<file path="src/rtl/sia_dly.sv">
`timescale 1ns / 1ps
// sia_dly: enabled shift line that realigns side data with the divider.
// No dependencies.
module sia_dly #(
  parameter int WIDTH = 8,
  parameter int DEPTH = 4
) (
  input  logic             clk,
  input  logic             en,
  input  logic [WIDTH-1:0] d_i,
  output logic [WIDTH-1:0] q_o
);

  logic [WIDTH-1:0] pipe_r [DEPTH];

  always_ff @(posedge clk) begin
    if (en) begin
      pipe_r[0] <= d_i;
      for (int k = 1; k < DEPTH; k++) begin
        pipe_r[k] <= pipe_r[k-1];
      end
    end
  end

  assign q_o = pipe_r[DEPTH-1];

endmodule

</file>
<file path="config.mk">
export PLATFORM = sky130hd
export DESIGN_NAME = sia_dly
export DESIGN_NICKNAME = d
export VERILOG_FILES = /design/src/rtl/sia_dly.sv
export SDC_FILE = /design/constraint.sdc
export NUM_CORES = 1
export LEC_CHECK = 0
export BUFFER_PORTS_ARGS = -buffer_cell sky130_fd_sc_hd__buf_2
export CAP_MARGIN = 20
export CORE_AREA = 2 2 47 49
export CTS_CLUSTER_SIZE = 12
export DETAILED_ROUTE_END_ITERATION = 16
export DIE_AREA = 0 0 49 51
export PLACE_DENSITY = 0.75
export SYNTH_ARGS = -nofsm -noshare
export SYNTH_HDL_FRONTEND = slang
export SYNTH_SLANG_ARGS = --single-unit
</file>
<file path="constraint.sdc">
create_clock -name clk -period 0.8 [get_ports clk]
set_input_delay 0.16 -clock clk [delete_from_list [all_inputs] [get_ports clk]]
set_output_delay 0.16 -clock clk [all_outputs]
set_load 0.01 [all_outputs]
</file>
==> Yosys cells after proc, flatten, opt, wreduce, memory -nomap -nowiden <==
Memory sizes are Yosys's and may differ from the RTL's.
Cells that the tools add are included.
{ "word_totals": {"word_cells": 3, "mem_bits_rw": 32, "ff_bits": 0, "in_bits": 10, "n_memories": 1, "out_inout_bits": 8} }
{ "mem_list": {"columns": ["name", "words", "width", "rd", "rd_clocked_by_memory_dff", "wr", "line", "source"], "rows": [
  ["pipe_r", 4, 8, 4, 0, 4, "14", "logic [WIDTH-1:0] pipe_r [DEPTH];"]
]} }
{ "classes": {"mux": 2} }
{ "ops": {"columns": ["op", "n"], "rows": [
  ["1-bit 2-to-1 mux", 2]
]} }

==> Longest topological paths before layout <==
Gate-level depths: netlist of the first run.
{ "depth": {"ltp_word": 2, "mapped_depth": 0, "mapped_depth_nobuf": 0} }

==> Worst setup path after synthesis of the first run <==
OpenSTA, ideal clock, no wires.
{ "synth_path": {"path_type": "register -> register", "start": "mem pipe_r[0][0]", "end": "mem pipe_r[1][0] (data pin)", "setup_slack_ns": 0.211, "setup_time_ns": 0.266, "path_stages_with_launch": 1, "required_ns": 0.534, "synth_period_minus_slack_ns": 0.589, "arrival_ns": 0.323, "n_path_buf": 0, "path_cell_list": "edfxtp_1"} }
{ "synth_rtl": {"columns": ["item", "line"], "rows": [
  ["start: declaration", "14"]
]} }

==> key figures, run 1 <==
Outcome
  – Outcome: finished, violations left
  – Failing checks: setup timing

Logic synthesis
  – Number of synthesized flops with an enable pin: 32
  – XOR/XNOR Fraction of Synth Area: 0
  – Most instantiated cells after synthesis: 32 x edfxtp_1
  – Post-synth top area cell: edfxtp_1
  – Syn_nets: 42
  – Share of synthesized registers carrying an async set or reset: 0
  – Mux share of post-synthesis cell area: 0
  – Synth top area cells: edfxtp_1 100%
  – Netlist cell types: 1
  – Primary FF master, synth: edfxtp_1
  – Cell Area, Synth: 961 um2
  – Syn avg cell area: 30.0 um2
  – Sequential element share of the synthesized area: 1.00
  – Synth Register Bits: 32
  – Adder-Cell Fraction of Synth Area: 0
  – Post-Synth Simple-Gate Area: 0
  – Yosys warning count: 0
  – Synth Area in Compound Gates: 0
  – Synth top area share: 1.00
  – Cells after synthesis: 32
  – Most frequent cell after synthesis: edfxtp_1

STA
  – Unrepaired setup endpoints after global routing: yes
  – Clock Skews: 0.00222 ns
  – Final setup viols: 8
  – Worst setup margin: -0.174 ns
  – Max-slew violation count: 0
  – Final min period: 0.974 ns
  – Final period utilization: 1.22
  – Max Clk Rate: 1.03 GHz
  – Final hold violation count: 0
  – Worst slew margin: 0.925
  – Worst Tran Pin Value: 0.113 ns

Global routing
  – Total GRT Usage: 0.0877
  – Overflow after GRT: 0
  – First-pass GRT wire length: 1380 um
  – Largest net degree at the start of global routing: 18
  – Number of global-route vias before repair: 335
  – Initial antenna violation count: 0

Finish
  – Layout Cells excl Fill: 92
  – Max reg flops: 32
  – Multi-Input Combinational: 0
  – Layout cells sized above 1: 0.375
  – Reg with most FFs: pipe_r
  – Fin nets: 74
  – P&R area growth vs syn: 27.6%
  – Top Registers: pipe_r: 32 flops
  – Area of the multi-input gates: 0 um2
  – Final Cell Area: 1230 um2
  – Antenna Cells: 0

Worst setup path
  – Worst Path Buf+Inv: 1
  – Data required time of the critical path: 0.64 ns
  – R2R Path Start: pipe_r[0][0]
  – Kind of critical path: reg -> out
  – Crit path capture type: primary output
  – Crit Path Max Fanout: 1
  – CP Cell Sequence: buf_2
  – Arr. time, crit path: 0.81 ns
  – Crit-path max cell delay: 0.36 ns
  – Startpoint types: flop
  – Critical path's slowest cell: edfxtp_1
  – Top delay family on crit path: flip-flops
  – Setup crit start: pipe_r[3][4]

Clock tree
  – CTS Sinks: 32
  – Total CTS buffers: 5
  – Post-CTS Resized: 0
  – Root Driver: clkbuf_4
  – H-tree depth: 2
  – Clock tree buffer depth: 2
  – Worst-skew pair later-pin latency: 0.31 ns
  – CTS tree: done
  – Postcts setup bufs: 0
  – CTS clk-pin slew, worst paths: 0.08 ns

Placed design
  – Routability-driven placement congestion ratio: 0.549
  – Placed cells: 79
  – Area post-placement: 1120 um2
  – PortBufs: 17

Power
  – Clock network power share: 0.260
  – VDD IR max: 0.00141 V
  – Power per cell area: 2340 nW/um2
  – Internal power: 2.35 mW
  – Combinational share of power: 0.045
  – Leak: 0.450 nW
  – Switch Pwr: 0.525 mW
  – Sequential share of power: 0.695
  – Switching Share: 0.183

Floorplan
  – Starting Density: 0.466
  – Die Area: 2500 um2
  – Number of top-level pins: 18
  – Die height: 51 um
  – Core ar.: 2060 um2
  – Die X: 49 um
  – Standard-cell rows: 17

Routing
  – Routed Antenna Nets: 0
  – Starting DRT DRC Count: 5
  – Post-Route WL: 1000 um
  – First-pass iteration count of the detailed router: 4
  – Residual DRC: 0
  – Drt wl/cell: 10.9 um
  – Vias per inst: 4.40
  – Vias: 405

Min path
  – Worst hold path type: in -> reg
  – Hold_sp: d_i[1]

Flow run
  – Max cap viols: 0
[power by group through the flow]
stage | registers [mW] | logic [mW] | clock network (mW)
3_3_place_gp | 2.03 | 0.102 | 0
6_report | 1.99 | 0.128 | 0.748
2_1_floorplan | 2.04 | 0 | 0
4_1_cts | 2.00 | 0.107 | 0.785
5_1_grt | 2.01 | 0.137 | 0.865
3_5_place_dp | 2.03 | 0.106 | 0
[repair_timing]
action	CTS	global route
hold endpoints to repair	0	6
gates cloned	0	0
setup endpoints to repair	8	8
hold buffers	0	6
[per-stage QoR]
step	total power [mW]	utilization	hold WS (ns)	setup WS (ns)	setup TNS [ns]
after floorplan	2.04	-	0.259	0.211	0
after global placement	2.13	0.543	0.337	0.0516	0
after detailed placement	2.14	0.543	0.340	0.0351	0
after CTS	2.89	0.565	0.00865	-0.191	-1.49
after global routing	3.01	0.594	0.00551	-0.233	-1.75
final	2.87	0.594	0.0275	-0.174	-1.32
[kinds of logic (layout without fill, tap and decap cells)]
kind of cell | Yosys count | count (layout)
flip-flops | 32 | 32
buffers and inverters | 0 | 32
[final timing paths]
path                        to  slack (ns)  cells past startpoint
setup / recovery        q_o[4]       -0.17                      1
hold / removal    pipe_r[0][1]        0.03                      1
setup reg to reg  pipe_r[1][0]        0.17                      0
hold reg to reg   pipe_r[2][3]        0.42                      0
[final cells by class]
| cell class | count | area, um2 |
|---|---|---|
| timing repair buffer | 25 | 185 |
| sequential | 32 | 961 |
| fill | 156 | 837 |
| clock buffer | 5 | 37.5 |
| tap | 28 | 35.0 |
| clock inverter | 2 | 7.51 |
[layout by cell type, fill, tap and decap left out]
cell type      count
clkinv_1           2
clkbuf_4           5
buf_2             17
edfxtp_1          32
dlygate4sd3_1      6
buf_12             2
[layer usage]
metal / share of wire / GRT usage / up-vias
li1: - / - / 191
met1: 0.36 / 0.0785 / 188
met2: 0.54 / 0.128 / 24
met3: 0.091 / 0.0702 / 2
met4: 0.0070 / 0.0714 / 0
met5: 0 / 0 / -
Power figures use the tool's default switching activity.
==> inputs of run 2 (changes only) <==
ABC_AREA = 1   (was unset)
PLACE_DENSITY = 0.8   (was 0.75)
==> key figures, run 2 (synthesis gave the netlist of run 1 again) <==
Floorplan
  – Standard-cell rows: 17
  – Starting Density: 0.466
  – Number of top-level pins: 18
  – Die height: 51 um
  – Die X: 49 um
  – Core ar.: 2060 um2
  – Die Area: 2500 um2

Placed design
  – Placed cells: 80
  – DP Worst Slack: 0.0381 ns
  – PortBufs: 17
  – Routability-driven placement congestion ratio: 0.572

STA
  – Max-slew violation count: 0
  – Final min period: 0.993 ns
  – Final setup viols: 8
  – Max Clk Rate: 1.01 GHz
  – Worst setup margin: -0.193 ns
  – Worst hold slack: 0.0287 ns
  – Final hold violation count: 0
  – Clock Skews: 0.00385 ns
  – Worst slew margin: 0.925
  – Worst Tran Pin Value: 0.113 ns
  – Post-route setup TNS: -1.31 ns
  – Unrepaired setup endpoints after global routing: yes
  – Final period utilization: 1.24

Power
  – Switching Share: 0.181
  – Sequential share of power: 0.693
  – Clock network power share: 0.271
  – Switch Pwr: 0.521 mW
  – Combinational share of power: 0.036
  – VDD IR max: 0.00133 V
  – Internal power: 2.36 mW
  – Power per cell area: 2450 nW/um2
  – Leak: 0.430 nW

Finish
  – P&R area growth vs syn: 22.3%
  – Fillers: 165
  – Most frequent cells in the layout: 32 x edfxtp_1, 17 x buf_2, 5 x clkbuf_4
  – Reg with most FFs: pipe_r
  – Layout cells sized above 1: 0.410
  – Max reg flops: 32
  – Antenna Cells: 0
  – Fin nets: 70
  – Top Registers: pipe_r: 32 flops
  – Area of the multi-input gates: 0 um2
  – Most common cell after layout, fill and taps aside: edfxtp_1
  – Multi-Input Combinational: 0
  – Layout Cells excl Fill: 89

Min path
  – Worst hold path type: in -> reg
  – Hold_sp: d_i[7]
  – Hold path cells: 1
  – Worst hold endpoint: pipe_r[0][7]

Outcome
  – Failing checks: setup timing
  – Outcome: finished, violations left

Worst setup path
  – Crit path capture type: primary output
  – Crit-path max cell delay: 0.38 ns
  – Kind of critical path: reg -> out
  – R2R Path Start: pipe_r[2][4]
  – Startpoint types: flop
  – Worst Path Buf+Inv: 1
  – Crit Path Max Fanout: 1
  – Top delay family on crit path: flip-flops
  – Cell count of the worst reg-to-reg path: 0
  – Setup slack, reg-to-reg: 0.17 ns
  – CP Cell Sequence: buf_2
  – Arr. time, crit path: 0.83 ns
  – Worst R2R End: pipe_r[3][4]
  – Data required time of the critical path: 0.64 ns
  – Critical path's slowest cell: edfxtp_1

Routing
  – Routed Antenna Nets: 0
  – Starting DRT DRC Count: 7
  – Drt wl/cell: 10.4 um
  – Post-Route WL: 927 um
  – First-pass iteration count of the detailed router: 2
  – Vias per inst: 4.31
  – Vias: 384
  – Residual DRC: 0

Clock tree
  – Worst-skew pair later-pin latency: 0.30 ns
  – CTS clk-pin slew, worst paths: 0.08 ns
  – H-tree depth: 2
  – Root Driver: clkbuf_4
  – Clock tree buffer depth: 2
  – CTS Sinks: 32
  – Postcts setup bufs: 0
  – Total CTS buffers: 5
  – CTS tree: done

Global routing
  – Number of global-route vias before repair: 350
  – First-pass GRT wire length: 1470 um
  – Overflow after GRT: 0
  – Initial antenna violation count: 0
  – Largest net degree at the start of global routing: 22
  – Total GRT Usage: 0.0877

Flow run
  – Max cap viols: 0
run 2: changes by cell type in the layout (fill, tap and decap cells not counted):
| cell | before | now |
|---|---|---|
| dlygate4sd3_1 | 6 | 1 |
| buf_4 | 0 | 2 |
| clkbuf_1 | 0 | 2 |
| buf_12 | 2 | 1 |
| clkinv_1 | 2 | 1 |
run 2: power groups by stage:
stage | sequential, mW | combinational [mW] | clock (mW)
3_3_place_gp | 2.03 | 0.0976 | 0
6_report | 2.00 | 0.104 | 0.779
5_1_grt | 2.01 | 0.114 | 0.892
4_1_cts | 2.00 | 0.103 | 0.821
3_5_place_dp | 2.04 | 0.102 | 0
2_1_floorplan | 2.04 | 0 | 0
run 2: timing repair:
action                                  CTS  global route
endpoints found under the setup margin    8             8
hold buffers                              0             1
endpoints found under the hold margin     0             1
resized for setup                         0             0
run 2: how the worst max path moves through the flow:
stage	startpoint	end	slack, ns	cells after the start
finish	pipe_r[3][4]	q_o[4]	-0.19	1
CTS	pipe_r[3][4]	q_o[4]	-0.22	1
floorplan	pipe_r[0][0]	pipe_r[1][0]	0.21	0
detailed placement	en	pipe_r[3][5]	0.04	2
global placement	en	pipe_r[3][5]	0.05	2
global route	pipe_r[3][4]	q_o[4]	-0.25	1
run 2: layout make-up:
cell class	instances	area, um2	share of cell area
flip-flops and latches	32	961	0.818
repair buffers	21	130	0.111
clock buffers	7	45.0	0.0383
well taps	28	35.0	0.0298
clock inverters	1	3.75	0.00319
run 2: metrics by stage:
step | power [mW] | util | instance area, um2
CTS | 2.92 | 0.565 | 1160
finish | 2.88 | 0.569 | 1170
global placement | 2.13 | 0.541 | 1120
floorplan | 2.04 | - | 961
detailed placement | 2.14 | 0.541 | 1120
global route | 3.01 | 0.569 | 1170
run 2: per-layer routing:
metal,global-route usage,wire (um)
met1,0.0909,365
met5,0,0
met4,0.0714,13
met3,0.0526,80
met2,0.128,467
==> inputs of run 3 (changes only) <==
clock period = 1 ns   (was 0.8 ns; I/O delays follow)
==> key figures, run 3 (synthesis gave the netlist of run 1 again) <==
Clock tree
  – Clock tree buffer depth: 2
  – Root Driver: clkbuf_4
  – CTS tree: done
  – CTS clk-pin slew, worst paths: 0.09 ns
  – Postcts setup bufs: 0
  – Worst-skew pair later-pin latency: 0.32 ns
  – H-tree depth: 2
  – Total CTS buffers: 5
  – CTS Sinks: 32

Worst setup path
  – Top delay family on crit path: flip-flops
  – Arr. time, crit path: 0.85 ns
  – Startpoint types: flop
  – CP Cell Sequence: buf_2
  – Crit-path max cell delay: 0.38 ns
  – Worst Path Buf+Inv: 1
  – Crit path capture type: primary output
  – Setup slack, reg-to-reg: 0.36 ns
  – Kind of critical path: reg -> out
  – Crit Path Max Fanout: 1
  – Data required time of the critical path: 0.80 ns
  – Critical path's slowest cell: edfxtp_1

Finish
  – Multi-Input Combinational: 0
  – Most common cell after layout, fill and taps aside: edfxtp_1
  – Antenna Cells: 0
  – Layout cells sized above 1: 0.431
  – Fillers: 173
  – Area of the multi-input gates: 0 um2
  – Storage cell area: 961 um2
  – Final Cell Area: 1150 um2
  – Reg with most FFs: pipe_r
  – Most frequent cells in the layout: 32 x edfxtp_1, 17 x buf_2, 5 x clkbuf_4
  – Max reg flops: 32
  – P&R area growth vs syn: 20.2%
  – Fin nets: 68
  – Top Registers: pipe_r: 32 flops

Global routing
  – First-pass GRT wire length: 1630 um
  – Overflow after GRT: 0
  – Largest net degree at the start of global routing: 29
  – Number of global-route vias before repair: 380
  – Total GRT Usage: 0.107
  – Initial antenna violation count: 0

Routing
  – Starting DRT DRC Count: 4
  – Drt wl/cell: 12.0 um
  – Post-Route WL: 1030 um
  – Routed Antenna Nets: 0
  – Vias: 372
  – Vias per inst: 4.33
  – First-pass iteration count of the detailed router: 3
  – Residual DRC: 0

Min path
  – Worst hold path type: in -> reg

Floorplan
  – Standard-cell rows: 17
  – Die Area: 2500 um2
  – Die X: 49 um
  – Die height: 51 um
  – Core ar.: 2060 um2
  – Number of top-level pins: 18
  – Starting Density: 0.466

Placed design
  – Area post-placement: 1110 um2
  – Routability-driven placement congestion ratio: 0.565
  – PortBufs: 17
  – DP Worst Slack: 0.186 ns

STA
  – Worst hold slack: 0.0510 ns
  – Worst slew margin: 0.904
  – Final min period: 1.05 ns
  – Final period utilization: 1.05
  – Worst Tran Pin Value: 0.144 ns
  – Max Clk Rate: 0.950 GHz
  – Clock Skews: 0.00295 ns
  – Worst setup margin: -0.0532 ns
  – Final setup viols: 8
  – Final hold violation count: 0
  – Max-slew violation count: 0
  – Unrepaired setup endpoints after global routing: yes

Power
  – Power per cell area: 2010 nW/um2
  – Leak: 0.422 nW
  – VDD IR max: 0.000970 V
  – Total power: 2.32 mW

Flow run
  – Max cap viols: 0

Outcome
  – Outcome: finished, violations left
  – Failing checks: setup timing
run 3: cell types whose count changed in the layout (fill, tap and decap cells not counted), sizes merged:
cell | previous run | this run
buf | 20 | 19
clkbuf | 7 | 6
dlygate4sd3 | 1 | 0
run 3: what timing repair did:
item	in CTS	in global routing
gates resized for setup	0	0
endpoints found under the setup margin	8	8
hold buffers	0	0
run 3: through the flow:
stage	util	instances	setup TNS, ns
after floorplan	-	32	0
after global placement	0.537	79	0
after detailed placement	0.537	79	0
after CTS	0.560	86	-0.371
after global routing	0.560	86	-0.648
final	0.560	86	-0.179
run 3: layout make-up:
class	count	share of cell area
well taps	28	0.0303
flip-flops and latches	32	0.832
clock inverters	1	0.00433
clock buffers	6	0.0358
repair buffers	19	0.0975
run 3: path summary, 6_finish.rpt:
path	from	endpoint	cells after the start
max reg2reg	pipe_r[0][7]	pipe_r[1][7]	0
max	pipe_r[3][4]	q_o[4]	1
min	d_i[6]	pipe_r[0][6]	1
min reg2reg	pipe_r[0][5]	pipe_r[1][5]	0
run 3: routing by layer:
metal / track usage / vias to the layer above / share of wire
li1: - / 180 / -
met1: 0.0948 / 166 / 0.38
met2: 0.162 / 23 / 0.49
met3: 0.0526 / 3 / 0.10
met4: 0.129 / 0 / 0.025
met5: 0 / - / 0
run 3: power breakdown:
group	switching [mW]	internal, mW	total, mW
clock network	0.388	0.258	0.646
registers	0.0198	1.58	1.60
logic	0.0431	0.0343	0.0774
total	0.451	1.87	2.32
